<file path="src/hdl/wsts_pkg.sv">
// Shared types and constants for the weighted-score task scheduler.
package wsts_pkg;

	localparam int NUM_ATTR   = 7;
	localparam int ATTR_W     = 9;
	localparam int WEIGHT_W   = 12;
	localparam int ID_W       = 32;
	localparam int SCORE_W    = 24;
	localparam int PROD_W     = WEIGHT_W + ATTR_W;
	localparam int ATTRS_W    = NUM_ATTR * ATTR_W;
	localparam int ENTRY_W    = ID_W + 1 + ATTRS_W;
	localparam int ATTR_LSB   = ID_W + 1;
	localparam int FIRST_SUB  = 5;
	localparam logic [ATTR_W-1:0] ATTR_MAX = 9'd256;

	typedef enum logic [2:0] {
		CMD_ENQ_SYSTEM = 3'd0,
		CMD_ENQ_OWNER  = 3'd1,
		CMD_SELECT     = 3'd2,
		CMD_REMOVE     = 3'd3,
		CMD_CLEAR      = 3'd4
	} cmd_t;

	typedef enum logic [1:0] {
		ST_OK    = 2'd0,
		ST_FULL  = 2'd1,
		ST_EMPTY = 2'd2
	} status_t;

	typedef logic [WEIGHT_W-1:0] weight_t;

	// Owner preset attributes, attribute 0 in the lowest bits.
	localparam logic [ATTRS_W-1:0] OWNER_PRESET =
		{9'd51, 9'd26, 9'd0, 9'd218, 9'd230, 9'd205, 9'd256};

	localparam weight_t WEIGHT_RESET [NUM_ATTR] =
		'{12'd640, 12'd384, 12'd333, 12'd205, 12'd154, 12'd461, 12'd307};

endpackage

</file>
<file path="src/hdl/wsts_ram.sv">
// Generic single-write, single-read RAM with registered read data.
module wsts_ram #(
	parameter int WIDTH = 8,
	parameter int DEPTH = 16,
	localparam int AW = (DEPTH > 1) ? $clog2(DEPTH) : 1
) (
	input  logic             clk,
	input  logic             we,
	input  logic [AW-1:0]    waddr,
	input  logic [WIDTH-1:0] wdata,
	input  logic             re,
	input  logic [AW-1:0]    raddr,
	output logic [WIDTH-1:0] rdata
);

	logic [WIDTH-1:0] mem [DEPTH];

	always_ff @(posedge clk) begin
		if (we) begin
			mem[waddr] <= wdata;
		end
		if (re) begin
			rdata <= mem[raddr];
		end
	end

endmodule

</file>
<file path="src/hdl/weighted_score_task_scheduler.sv">
// Throughput: one command at a time; the next is taken the cycle after the result is loaded.
// Select runs every entry through one shared 12x9 multiplier, seven products per entry.
// Remove reads and compacts the task RAM one entry at a time, through a read state and a write state.
// arst_n clears the control state, the entry count and restores the reset weights.
// Task RAM contents are not cleared; only entries below the count are ever read.
module weighted_score_task_scheduler
	import wsts_pkg::*;
#(
	parameter int TABLE_DEPTH = 16
) (
	input  logic          clk,
	input  logic          arst_n,
	input  logic          s_tvalid,
	output logic          s_tready,
	// command, task_id, owner_priority, urgency, expected_value, confidence,
	// curiosity, risk, resource_cost
	input  logic [103:0]  s_tdata,
	output logic          m_tvalid,
	input  logic          m_tready,
	// status, chosen_id, chosen_is_owner, chosen_score, removed_count,
	// pending, entry_count
	output logic [71:0]   m_tdata,
	input  logic          cfg_we,
	input  logic [2:0]    cfg_index,
	input  logic [11:0]   cfg_data
);

	localparam int AW = (TABLE_DEPTH > 1) ? $clog2(TABLE_DEPTH) : 1;
	localparam int CW = $clog2(TABLE_DEPTH + 1);

	typedef enum logic [3:0] {
		S_IDLE, S_EXEC, S_SEL_RD, S_SEL_MUL, S_SEL_CMP, S_RM_RD, S_RM_WR, S_DONE
	} state_t;

	state_t                  state_q;
	weight_t                 weights_q [NUM_ATTR];
	logic [CW-1:0]           count_q, i_q, w_q, removed_q;
	cmd_t                    cmd_q;
	logic [ID_W-1:0]         id_q;
	logic [ATTRS_W-1:0]      attrs_q;
	logic [2:0]              k_q;
	logic [PROD_W-1:0]       prod_q;
	logic                    sub_q;
	logic signed [SCORE_W-1:0] acc_q, best_q;
	logic                    best_owner_q;
	logic [ID_W-1:0]         best_id_q;
	status_t                 status_q;
	logic                    m_tvalid_q;
	logic [71:0]             m_tdata_q;

	logic                    ram_we, ram_re;
	logic [AW-1:0]           ram_waddr, ram_raddr;
	logic [ENTRY_W-1:0]      ram_wdata, ram_rdata;
	logic [ATTRS_W-1:0]      sat_attrs;
	logic [ATTR_W-1:0]       cur_attr;
	logic [PROD_W-1:0]       product;
	logic signed [SCORE_W-1:0] term, final_score;
	logic                    rd_owner, take;

	wsts_ram #(.WIDTH(ENTRY_W), .DEPTH(TABLE_DEPTH)) u_ram (
		.clk   (clk),
		.we    (ram_we),
		.waddr (ram_waddr),
		.wdata (ram_wdata),
		.re    (ram_re),
		.raddr (ram_raddr),
		.rdata (ram_rdata)
	);

	// Attributes above 1.0 are saturated as they enter the table.
	always_comb begin
		for (int k = 0; k < NUM_ATTR; k++) begin
			sat_attrs[k*ATTR_W +: ATTR_W] =
				(attrs_q[k*ATTR_W +: ATTR_W] > ATTR_MAX) ? ATTR_MAX
				: attrs_q[k*ATTR_W +: ATTR_W];
		end
	end

	// The shared multiplier and the accumulate step.
	assign cur_attr    = ram_rdata[ATTR_LSB + k_q*ATTR_W +: ATTR_W];
	assign product     = PROD_W'(weights_q[k_q]) * PROD_W'(cur_attr);
	assign term        = sub_q ? -$signed(SCORE_W'(prod_q)) : $signed(SCORE_W'(prod_q));
	assign final_score = acc_q + term;
	assign rd_owner    = ram_rdata[ID_W];
	assign take        = (i_q == '0) || (final_score > best_q) ||
		(final_score == best_q && rd_owner && !best_owner_q);

	always_comb begin
		ram_we    = 1'b0;
		ram_waddr = count_q[AW-1:0];
		ram_wdata = {sat_attrs, 1'b0, id_q};
		ram_re    = 1'b0;
		ram_raddr = i_q[AW-1:0];
		if (state_q == S_EXEC && (cmd_q == CMD_ENQ_SYSTEM || cmd_q == CMD_ENQ_OWNER)
			&& count_q != CW'(TABLE_DEPTH)) begin
			ram_we = 1'b1;
			if (cmd_q == CMD_ENQ_OWNER) begin
				ram_wdata = {OWNER_PRESET, 1'b1, id_q};
			end
		end
		if (state_q == S_SEL_RD || state_q == S_RM_RD) begin
			ram_re = 1'b1;
		end
		if (state_q == S_RM_WR && ram_rdata[ID_W-1:0] != id_q) begin
			ram_we    = 1'b1;
			ram_waddr = w_q[AW-1:0];
			ram_wdata = ram_rdata;
		end
	end

	always_ff @(posedge clk or negedge arst_n) begin
		if (!arst_n) begin
			state_q      <= S_IDLE;
			count_q      <= '0;
			m_tvalid_q   <= 1'b0;
			weights_q    <= WEIGHT_RESET;
			cmd_q        <= CMD_CLEAR;
			i_q          <= '0;
			w_q          <= '0;
			removed_q    <= '0;
			k_q          <= '0;
			status_q     <= ST_OK;
			best_owner_q <= 1'b0;
		end else begin
			if (cfg_we && cfg_index < 3'(NUM_ATTR)) begin
				weights_q[cfg_index] <= cfg_data;
			end
			// In the done state the result register is handled below.
			if (m_tready && state_q != S_DONE) begin
				m_tvalid_q <= 1'b0;
			end
			case (state_q)
				S_IDLE: begin
					if (s_tvalid) begin
						cmd_q        <= cmd_t'(s_tdata[2:0]);
						id_q         <= s_tdata[34:3];
						attrs_q      <= s_tdata[97:35];
						i_q          <= '0;
						w_q          <= '0;
						removed_q    <= '0;
						status_q     <= ST_OK;
						best_q       <= '0;
						best_id_q    <= '0;
						best_owner_q <= 1'b0;
						state_q      <= S_EXEC;
					end
				end
				S_EXEC: begin
					case (cmd_q)
						CMD_ENQ_SYSTEM, CMD_ENQ_OWNER: begin
							state_q <= S_DONE;
							if (count_q == CW'(TABLE_DEPTH)) begin
								status_q <= ST_FULL;
							end else begin
								count_q <= count_q + 1'b1;
							end
						end
						CMD_SELECT: begin
							if (count_q == '0) begin
								status_q <= ST_EMPTY;
								state_q  <= S_DONE;
							end else begin
								state_q <= S_SEL_RD;
							end
						end
						CMD_REMOVE: begin
							state_q <= (count_q != '0) ? S_RM_RD : S_DONE;
						end
						CMD_CLEAR: begin
							count_q <= '0;
							state_q <= S_DONE;
						end
						default: state_q <= S_DONE;
					endcase
				end
				S_SEL_RD: begin
					k_q     <= '0;
					acc_q   <= '0;
					state_q <= S_SEL_MUL;
				end
				S_SEL_MUL: begin
					prod_q <= product;
					sub_q  <= (k_q >= 3'(FIRST_SUB));
					if (k_q != '0) begin
						acc_q <= final_score;
					end
					if (k_q == 3'(NUM_ATTR - 1)) begin
						state_q <= S_SEL_CMP;
					end else begin
						k_q <= k_q + 1'b1;
					end
				end
				S_SEL_CMP: begin
					if (take) begin
						best_q       <= final_score;
						best_id_q    <= ram_rdata[ID_W-1:0];
						best_owner_q <= rd_owner;
					end
					i_q     <= i_q + 1'b1;
					state_q <= (i_q + 1'b1 == count_q) ? S_DONE : S_SEL_RD;
				end
				S_RM_RD: state_q <= S_RM_WR;
				S_RM_WR: begin
					if (ram_rdata[ID_W-1:0] == id_q) begin
						removed_q <= removed_q + 1'b1;
					end else begin
						w_q <= w_q + 1'b1;
					end
					i_q <= i_q + 1'b1;
					if (i_q + 1'b1 == count_q) begin
						count_q <= count_q - removed_q
							- CW'(ram_rdata[ID_W-1:0] == id_q);
						state_q <= S_DONE;
					end else begin
						state_q <= S_RM_RD;
					end
				end
				S_DONE: begin
					if (!m_tvalid_q || m_tready) begin
						m_tvalid_q <= 1'b1;
						m_tdata_q  <= {2'b00, 5'(count_q), (count_q != '0),
							5'(removed_q), best_q, best_owner_q, best_id_q, status_q};
						state_q    <= S_IDLE;
					end
				end
				default: state_q <= S_IDLE;
			endcase
		end
	end

	assign s_tready = (state_q == S_IDLE);
	assign m_tvalid = m_tvalid_q;
	assign m_tdata  = m_tdata_q;

	a_count_bound: assert property (@(posedge clk) disable iff (!arst_n)
		count_q <= CW'(TABLE_DEPTH))
		else $error("entry count above table depth");

	a_compact_order: assert property (@(posedge clk) disable iff (!arst_n)
		state_q == S_RM_WR |-> w_q <= i_q)
		else $error("remove write index passed read index");

	a_load_from_done: assert property (@(posedge clk) disable iff (!arst_n)
		$rose(m_tvalid_q) |-> $past(state_q) == S_DONE)
		else $error("result loaded outside done state");

	a_empty_count: assert property (@(posedge clk) disable iff (!arst_n)
		m_tvalid_q && m_tdata_q[1:0] == ST_EMPTY |-> m_tdata_q[69:65] == 5'd0)
		else $error("empty status with held entries");

endmodule

</file>
<file path="config.mk">
export PLATFORM = sky130hd
export DESIGN_NAME = weighted_score_task_scheduler
export DESIGN_NICKNAME = d
export VERILOG_FILES = /design/src/hdl/wsts_pkg.sv /design/src/hdl/wsts_ram.sv /design/src/hdl/weighted_score_task_scheduler.sv
export SDC_FILE = /design/constraint.sdc
export NUM_CORES = 2
export LEC_CHECK = 0
export BUFFER_PORTS_ARGS = -buffer_cell sky130_fd_sc_hd__buf_2
export CAP_MARGIN = 20
export CORE_MARGIN = 2
export CORE_UTILIZATION = 25
export DETAILED_ROUTE_END_ITERATION = 8
export PLACE_DENSITY = 0.39
export SYNTH_ARGS = -nofsm -noshare
export SYNTH_HDL_FRONTEND = slang
export SYNTH_HIERARCHICAL = 1
export SYNTH_SLANG_ARGS = --single-unit
export TNS_END_PERCENT = 10
</file>
<file path="constraint.sdc">
create_clock -name clk -period 11 [get_ports clk]
set_input_delay 2.2 -clock clk [delete_from_list [all_inputs] [get_ports clk]]
set_output_delay 2.2 -clock clk [all_outputs]
set_load 0.01 [all_outputs]
</file>
Word level (Yosys, flattened, before mapping)
Memories as Yosys holds them, arrays and structs flattened. A register that Yosys moved wholly into a read port is not among the register bits.
Index checks and enable logic that the tools add are counted.
W data, S select, Z words.
{ "op_classes": {"addsub": 10, "n_mul": 2, "div_mod_pow": 0, "n_lt_le_gt_ge": 13, "eq_ne": 33, "shift": 1, "n_mux": 63, "bitwise_logic": 2, "n_reduce_logical": 43} }
{ "op_table": {"columns": ["cell", "n"], "rows": [
  ["$mux W96", 3],
  ["$mux W24", 4],
  ["$pmux W24 S2", 2],
  ["$shiftx A96 B9 Y9", 1],
  ["$bwmux W84", 1],
  ["$mux W32", 2],
  ["$pmux W32 S2", 1],
  ["$gt A9 B9 Y1 const B", 7],
  ["$mux W9", 7],
  ["$pmux W5 S2", 5],
  ["$bmux W12 S3", 1],
  ["$demux W12 S3", 1],
  ["$mux W12", 3],
  ["$eq A32 B32 Y1", 1],
  ["$ne A32 B32 Y1", 1],
  ["$pmux W4 S8", 1],
  ["$mux W5", 5],
  ["$add A24 B24 Y24", 1],
  ["$eq A24 B24 Y1", 1],
  ["$gt A24 B24 Y1", 1],
  ["$neg A21 Y24", 1],
  ["$mul A12 B9 Y21", 1],
  ["$reduce_and A3 Y1", 7],
  ["$add A5 B1 Y5 const B", 4],
  ["other kinds (44)", 105]
]} }
{ "word_totals": {"register_bits": 385, "latch_bits": 0, "ram_bits": 1536, "mem_bits_ro": 0, "input_bits": 124, "mem_count": 1} }
{ "mem_list": {"columns": ["name", "words", "word_bits", "read_ports", "rd_clocked_by_memory_dff", "write_ports", "line_no", "source"], "rows": [
  ["u_ram.mem", 16, 96, 1, 1, 1, "wsts_ram.sv:16", "logic [WIDTH-1:0] mem [DEPTH];"]
]} }

Depth between registers and ports, before layout
{ "depth": {"depth_word": 9, "depth_mapped": 27} }

Hierarchy
The synthesis kept the hierarchy.
{ "by_module_without_submodules": {"columns": ["mod", "n_inst", "cells_each", "area_per_inst_um2", "seq_area_each_um2"], "rows": [
  ["wsts_ram", 1, 2460, 60316.6, 49007.0],
  ["weighted_score_task_scheduler", 1, 1962, 22193.8, 10958.0]
]} }

Worst setup path before layout
OpenSTA, ideal clock, no wires.
{ "synth_path": {"path_kind": "flip-flop to flip-flop", "start": "register state_q[0]", "end": "memory u_ram/mem[0][0] (netlist name) (enable)", "setup_ns": 0.668, "arrival_ns": 8.993, "t_required_ns": 10.332, "slack_ns": 1.339, "stages_incl_launch_ff": 10, "n_path_buf": 3, "synth_period_minus_slack_ns": 9.661, "path_cell_list": "dfrtp_1 -> clkbuf_1 -> nor2_1 -> nand2_1 -> a21oi_1 -> clkbuf_1 -> clkbuf_1 -> o21ai_0 -> or3b_2 -> nor3_1"} }
{ "synth_via": {"elab_cells_between_ends": 10, "classes_between": "eq/ne (2); mux (5); reduce/logical (3)"} }
{ "synth_lines": {"columns": ["item", "line_no", "source"], "rows": [
  ["start, declared", "weighted_score_task_scheduler.sv:35", "state_t state_q;"],
  ["start signal, assigned", "weighted_score_task_scheduler.sv:167", "state_q <= (count_q != '0) ? S_RM_RD : S_DONE;"],
  ["start signal, assigned", "weighted_score_task_scheduler.sv:200", "state_q <= (i_q + 1'b1 == count_q) ? S_DONE : S_SEL_RD;"],
  ["$eq A4 B3 Y1", "weighted_score_task_scheduler.sv:104", "if (state_q == S_RM_WR && ram_rdata[ID_W-1:0] != id_q) begin"],
  ["$logic_and A1 B1 Y1", "weighted_score_task_scheduler.sv:104", null],
  ["$mux W4", "weighted_score_task_scheduler.sv:104", null],
  ["via ram_waddr[2]", "weighted_score_task_scheduler.sv:52", "logic [AW-1:0] ram_waddr, ram_raddr;"],
  ["end, declared", "wsts_ram.sv:16", null]
]} }
The timed path passes the listed nets, and every way through them passes these cells.

Worst setup path in the final report
{ "layout_path": {"start": "register k_q[1]", "end": "register prod_q[20], data pin"} }
{ "layout_via": {"elab_chain_cells": 5, "elab_cells_between_ends": 8, "classes_between": "add/sub (1); mul (2); shift (1); mux (3); bitwise (1)"} }
{ "layout_lines": {"columns": ["item", "line_no", "source"], "rows": [
  ["start, declared", "weighted_score_task_scheduler.sv:41", "logic [2:0] k_q;"],
  ["start signal, assigned", "weighted_score_task_scheduler.sv:190", "k_q <= k_q + 1'b1;"],
  ["branches (longest 4 deep; another with $add A6 B7 Y8)", null, null],
  ["$mul A12 B9 Y21 (*)", "weighted_score_task_scheduler.sv:81", "assign product = PROD_W'(weights_q[k_q]) * PROD_W'(cur_attr);"],
  ["via product[20]", "weighted_score_task_scheduler.sv:56", "logic [PROD_W-1:0] product;"],
  ["end signal, assigned", "weighted_score_task_scheduler.sv:182", "prod_q <= product;"],
  ["end, declared", "weighted_score_task_scheduler.sv:42", "logic [PROD_W-1:0] prod_q;"]
]} }
Mark *: on every way through the listed nets, which the timed path passes. The select of a mux whose other input is x is not followed.
A chain may end at the register's enable or synchronous reset.

==> qor.yml <==
cp.arrival_ns: 7.77
pre_cts_ws_ns: 3.799
ys_warn_count: 6
wire_per_inst_um: 25.77
synth-async-reset-ratio_pct: 5.757
fillCellCount: 32530
place_hpwl_mm: 129.5
nets: 5117
ff2ff_path_depth: 20
yosysSeqAreaShare_pct: 72.68
cts.sinks: 2015
io_buffers: 189
drive_above_1_share_pct: 25.59
slew_viol_final: 0
hp-class: "reg2reg"
grt_pass1_vias: 44970
crit_path_max_fanout: 28
cp-end-kind: "register"
crit_required_ns: 11.58
drc_errors: 0
viasPerCell: 4.514
final_common_cell: "edfxtp_1"
synth.area.top_cells: "edfxtp_1, mux4_2, dfrtp_1, fa_1, a22oi_1"
synth.distinct_cells: 72
grt_pass1_wl_mm: 340.9
post-route-min-period_ns: 7.193
ios: 198
ys_ff_latch: 2015
numCtsBuffers: 230
area_growth_pct: 17.24
finalSetupViolCount: 0
fin_skew_ns: 0.09078
fp.dieW_um: 578.5
worstSetupPathType: "reg2reg"
setup_ws_ns: 3.807
slew-limit-headroom_pct: 28.19
ctsResizeCount: 0
worstMarginPinSlew_ns: 1.077
cts_root_buf: "clkbuf_16"
tritoncts: "done"
multi_input_area_um2: 21140
cts_setup_buffers: 0
core_um2: 327900
synth_top_area_share_pct: 69.11
place_congestion: 0.7089
synthXorXnorAreaFrac_pct: 1.051
syn-instance-count: 4422
yosys_most_used_dff: "edfxtp_1"
cts_buffer_depth: 4
hold_buffers: 0
grt_max_degree: 97
clk_pin_slew_ns: 0.06
drtIter0Drc: 3191
regArea_um2: 59980
antenna_found_initial: 16
dieArea_um2: 334700
status: "completed"
startpoint_type: "register"
yosysTopAreaCell: "edfxtp_1"
vias: 42230
syn_area_um2: 82510
synth_edf_count: 1899
final_cell_mix: "edfxtp_1, mux4_2, nand2_1"
hold_depth: 0
clock.fmax_ghz: 0.1390
grt.overflow.total: 0
drtPass1Iterations: 5
setup_tns_ns: 0
grt_usage_pct: 14.25
hold_violations: 0
synth_fa_ha_area_share_pct: 3.418
ant_nets: 0
initial_core_util_pct: 25.16
fp-row-count: 210
yosys.area_share.simple_pct: 3.744
synth_compound_gate_area_share_pct: 4.188
drt_wl_total_mm: 241.1
clk_latency_ns: 0.92
fin_crit_sh_pct: 65.39
avgSynthCellArea_um2: 18.66
synth_top_family_by_area: "multiplexers"
cap_violations: 0
htree_levels: 4
synthMuxAreaShare_pct: 12.94
dieHeight_um: 578.5
rsz0062_at_grt: "false"
## area by class of cell
cell class	instances	area share [%]
flip-flops and latches	2015	62.00
clock inverters	130	1.112
multi-input cells	2045	21.86
inverters	158	0.6131
clock buffers	292	6.275
diodes	6	0.01552
well taps	4346	5.621
repair buffers	362	2.504
## kinds of logic (layout without fill, tap and decap cells)
family / after synthesis / in the layout
AND/OR/NAND/NOR: 687 / 687
AO/OA/AOI/OAI: 530 / 530
adder cells (fa/ha/maj): 181 / 181
XOR/XNOR: 99 / 99
other: 1 / 8
flip-flops: 2015 / 2015
buffers and inverters: 363 / 942
multiplexers: 546 / 546
## synth_stat cells, types with 20 or more instances
cell      count
nand3_1      23
a21o_1       20
buf_1        36
ha_1        107
dfrtp_1      86
buf_6        21
mux4_2      405
buf_2        24
nand2_1     332
xnor2_1      80
a22oi_1     192
dfstp_2      30
mux2_2      117
buf_4        21
nor2_1      155
o21ai_0     119
edfxtp_1   1899
and2_1       54
inv_1       158
mux2i_1      24
nor2b_1      26
clkbuf_1    102
fa_1         74
a21oi_1     110
## sequential cells by signal (all words and copies together) (netlist names), 4 cells and up
| register | flops |
|---|---|
| u_ram/mem | 1536 |
| u_ram/rdata | 96 |
| weights_q | 84 |
| m_tdata | 70 |
| attrs_q | 63 |
| best_id_q | 32 |
| id_q | 32 |
| acc_q | 24 |
| best_q | 24 |
| prod_q | 21 |
| count_q | 5 |
| i_q | 5 |
| removed_q | 5 |
| w_q | 4 |
## critical path: stages (launching register included)
cell and delay, ns:
dfrtp_2 0.34, buf_4 0.46, buf_4 0.60, mux4_2 0.34, nor2_1 0.05, a21oi_1 0.84
nand2_1 0.16, fa_1 0.49, fa_1 0.54, inv_1 0.06, fa_1 0.51, fa_1 0.50
ha_1 0.37, o21a_1 0.13, o31a_1 0.12, o211ai_1 0.23, a21oi_1 0.13, o31ai_1 0.30
a21boi_0 0.18, o41ai_1 0.39, xnor2_1 0.13
## routing by layer
layer | GRT usage, % | vias up | part of all wire, %
li1 | - | 18330 | -
met1 | 19.54 | 22710 | 45
met5 | 0 | - | 0.0075
met2 | 23.76 | 877 | 48
met4 | 3.417 | 4 | 2.1
met3 | 2.036 | 307 | 4.2
## per-stage QoR
step	util, %	cell area (um2)	std cells	hold WS, ns
floorplan	-	82510	4423	0.4003
global placement	27.29	89470	8921	0.4037
detailed placement	27.29	89490	8922	0.4057
CTS	29.47	96630	9344	0.4160
global route	29.50	96720	9349	0.4202
finish	29.50	96730	9354	0.4156
## path summary, 6_finish.rpt
| check | startpoint | endpoint | slack [ns] |
|---|---|---|---|
| min in group asynchronous | arst_n | weights_q[16]$_DFFE_PN0P_ | 1.38 |
| worst max register to register | k_q[1]$_DFFE_PN0P_ | prod_q[20]$_DFFE_PP_ | 3.81 |
| worst max-delay path | k_q[1]$_DFFE_PN0P_ | prod_q[20]$_DFFE_PP_ | 3.81 |
| worst min-delay path | best_id_q[31]$_SDFFCE_PN0P_ | m_tdata[33]$_DFFE_PP_ | 0.42 |
| worst min register to register | best_id_q[31]$_SDFFCE_PN0P_ | m_tdata[33]$_DFFE_PP_ | 0.42 |
| max in group asynchronous | arst_n | weights_q[15]$_DFFE_PN1P_ | 8.49 |
Power is not shown: default switching activity piles up to over one toggle a cycle in this logic, so the estimate is an artifact.
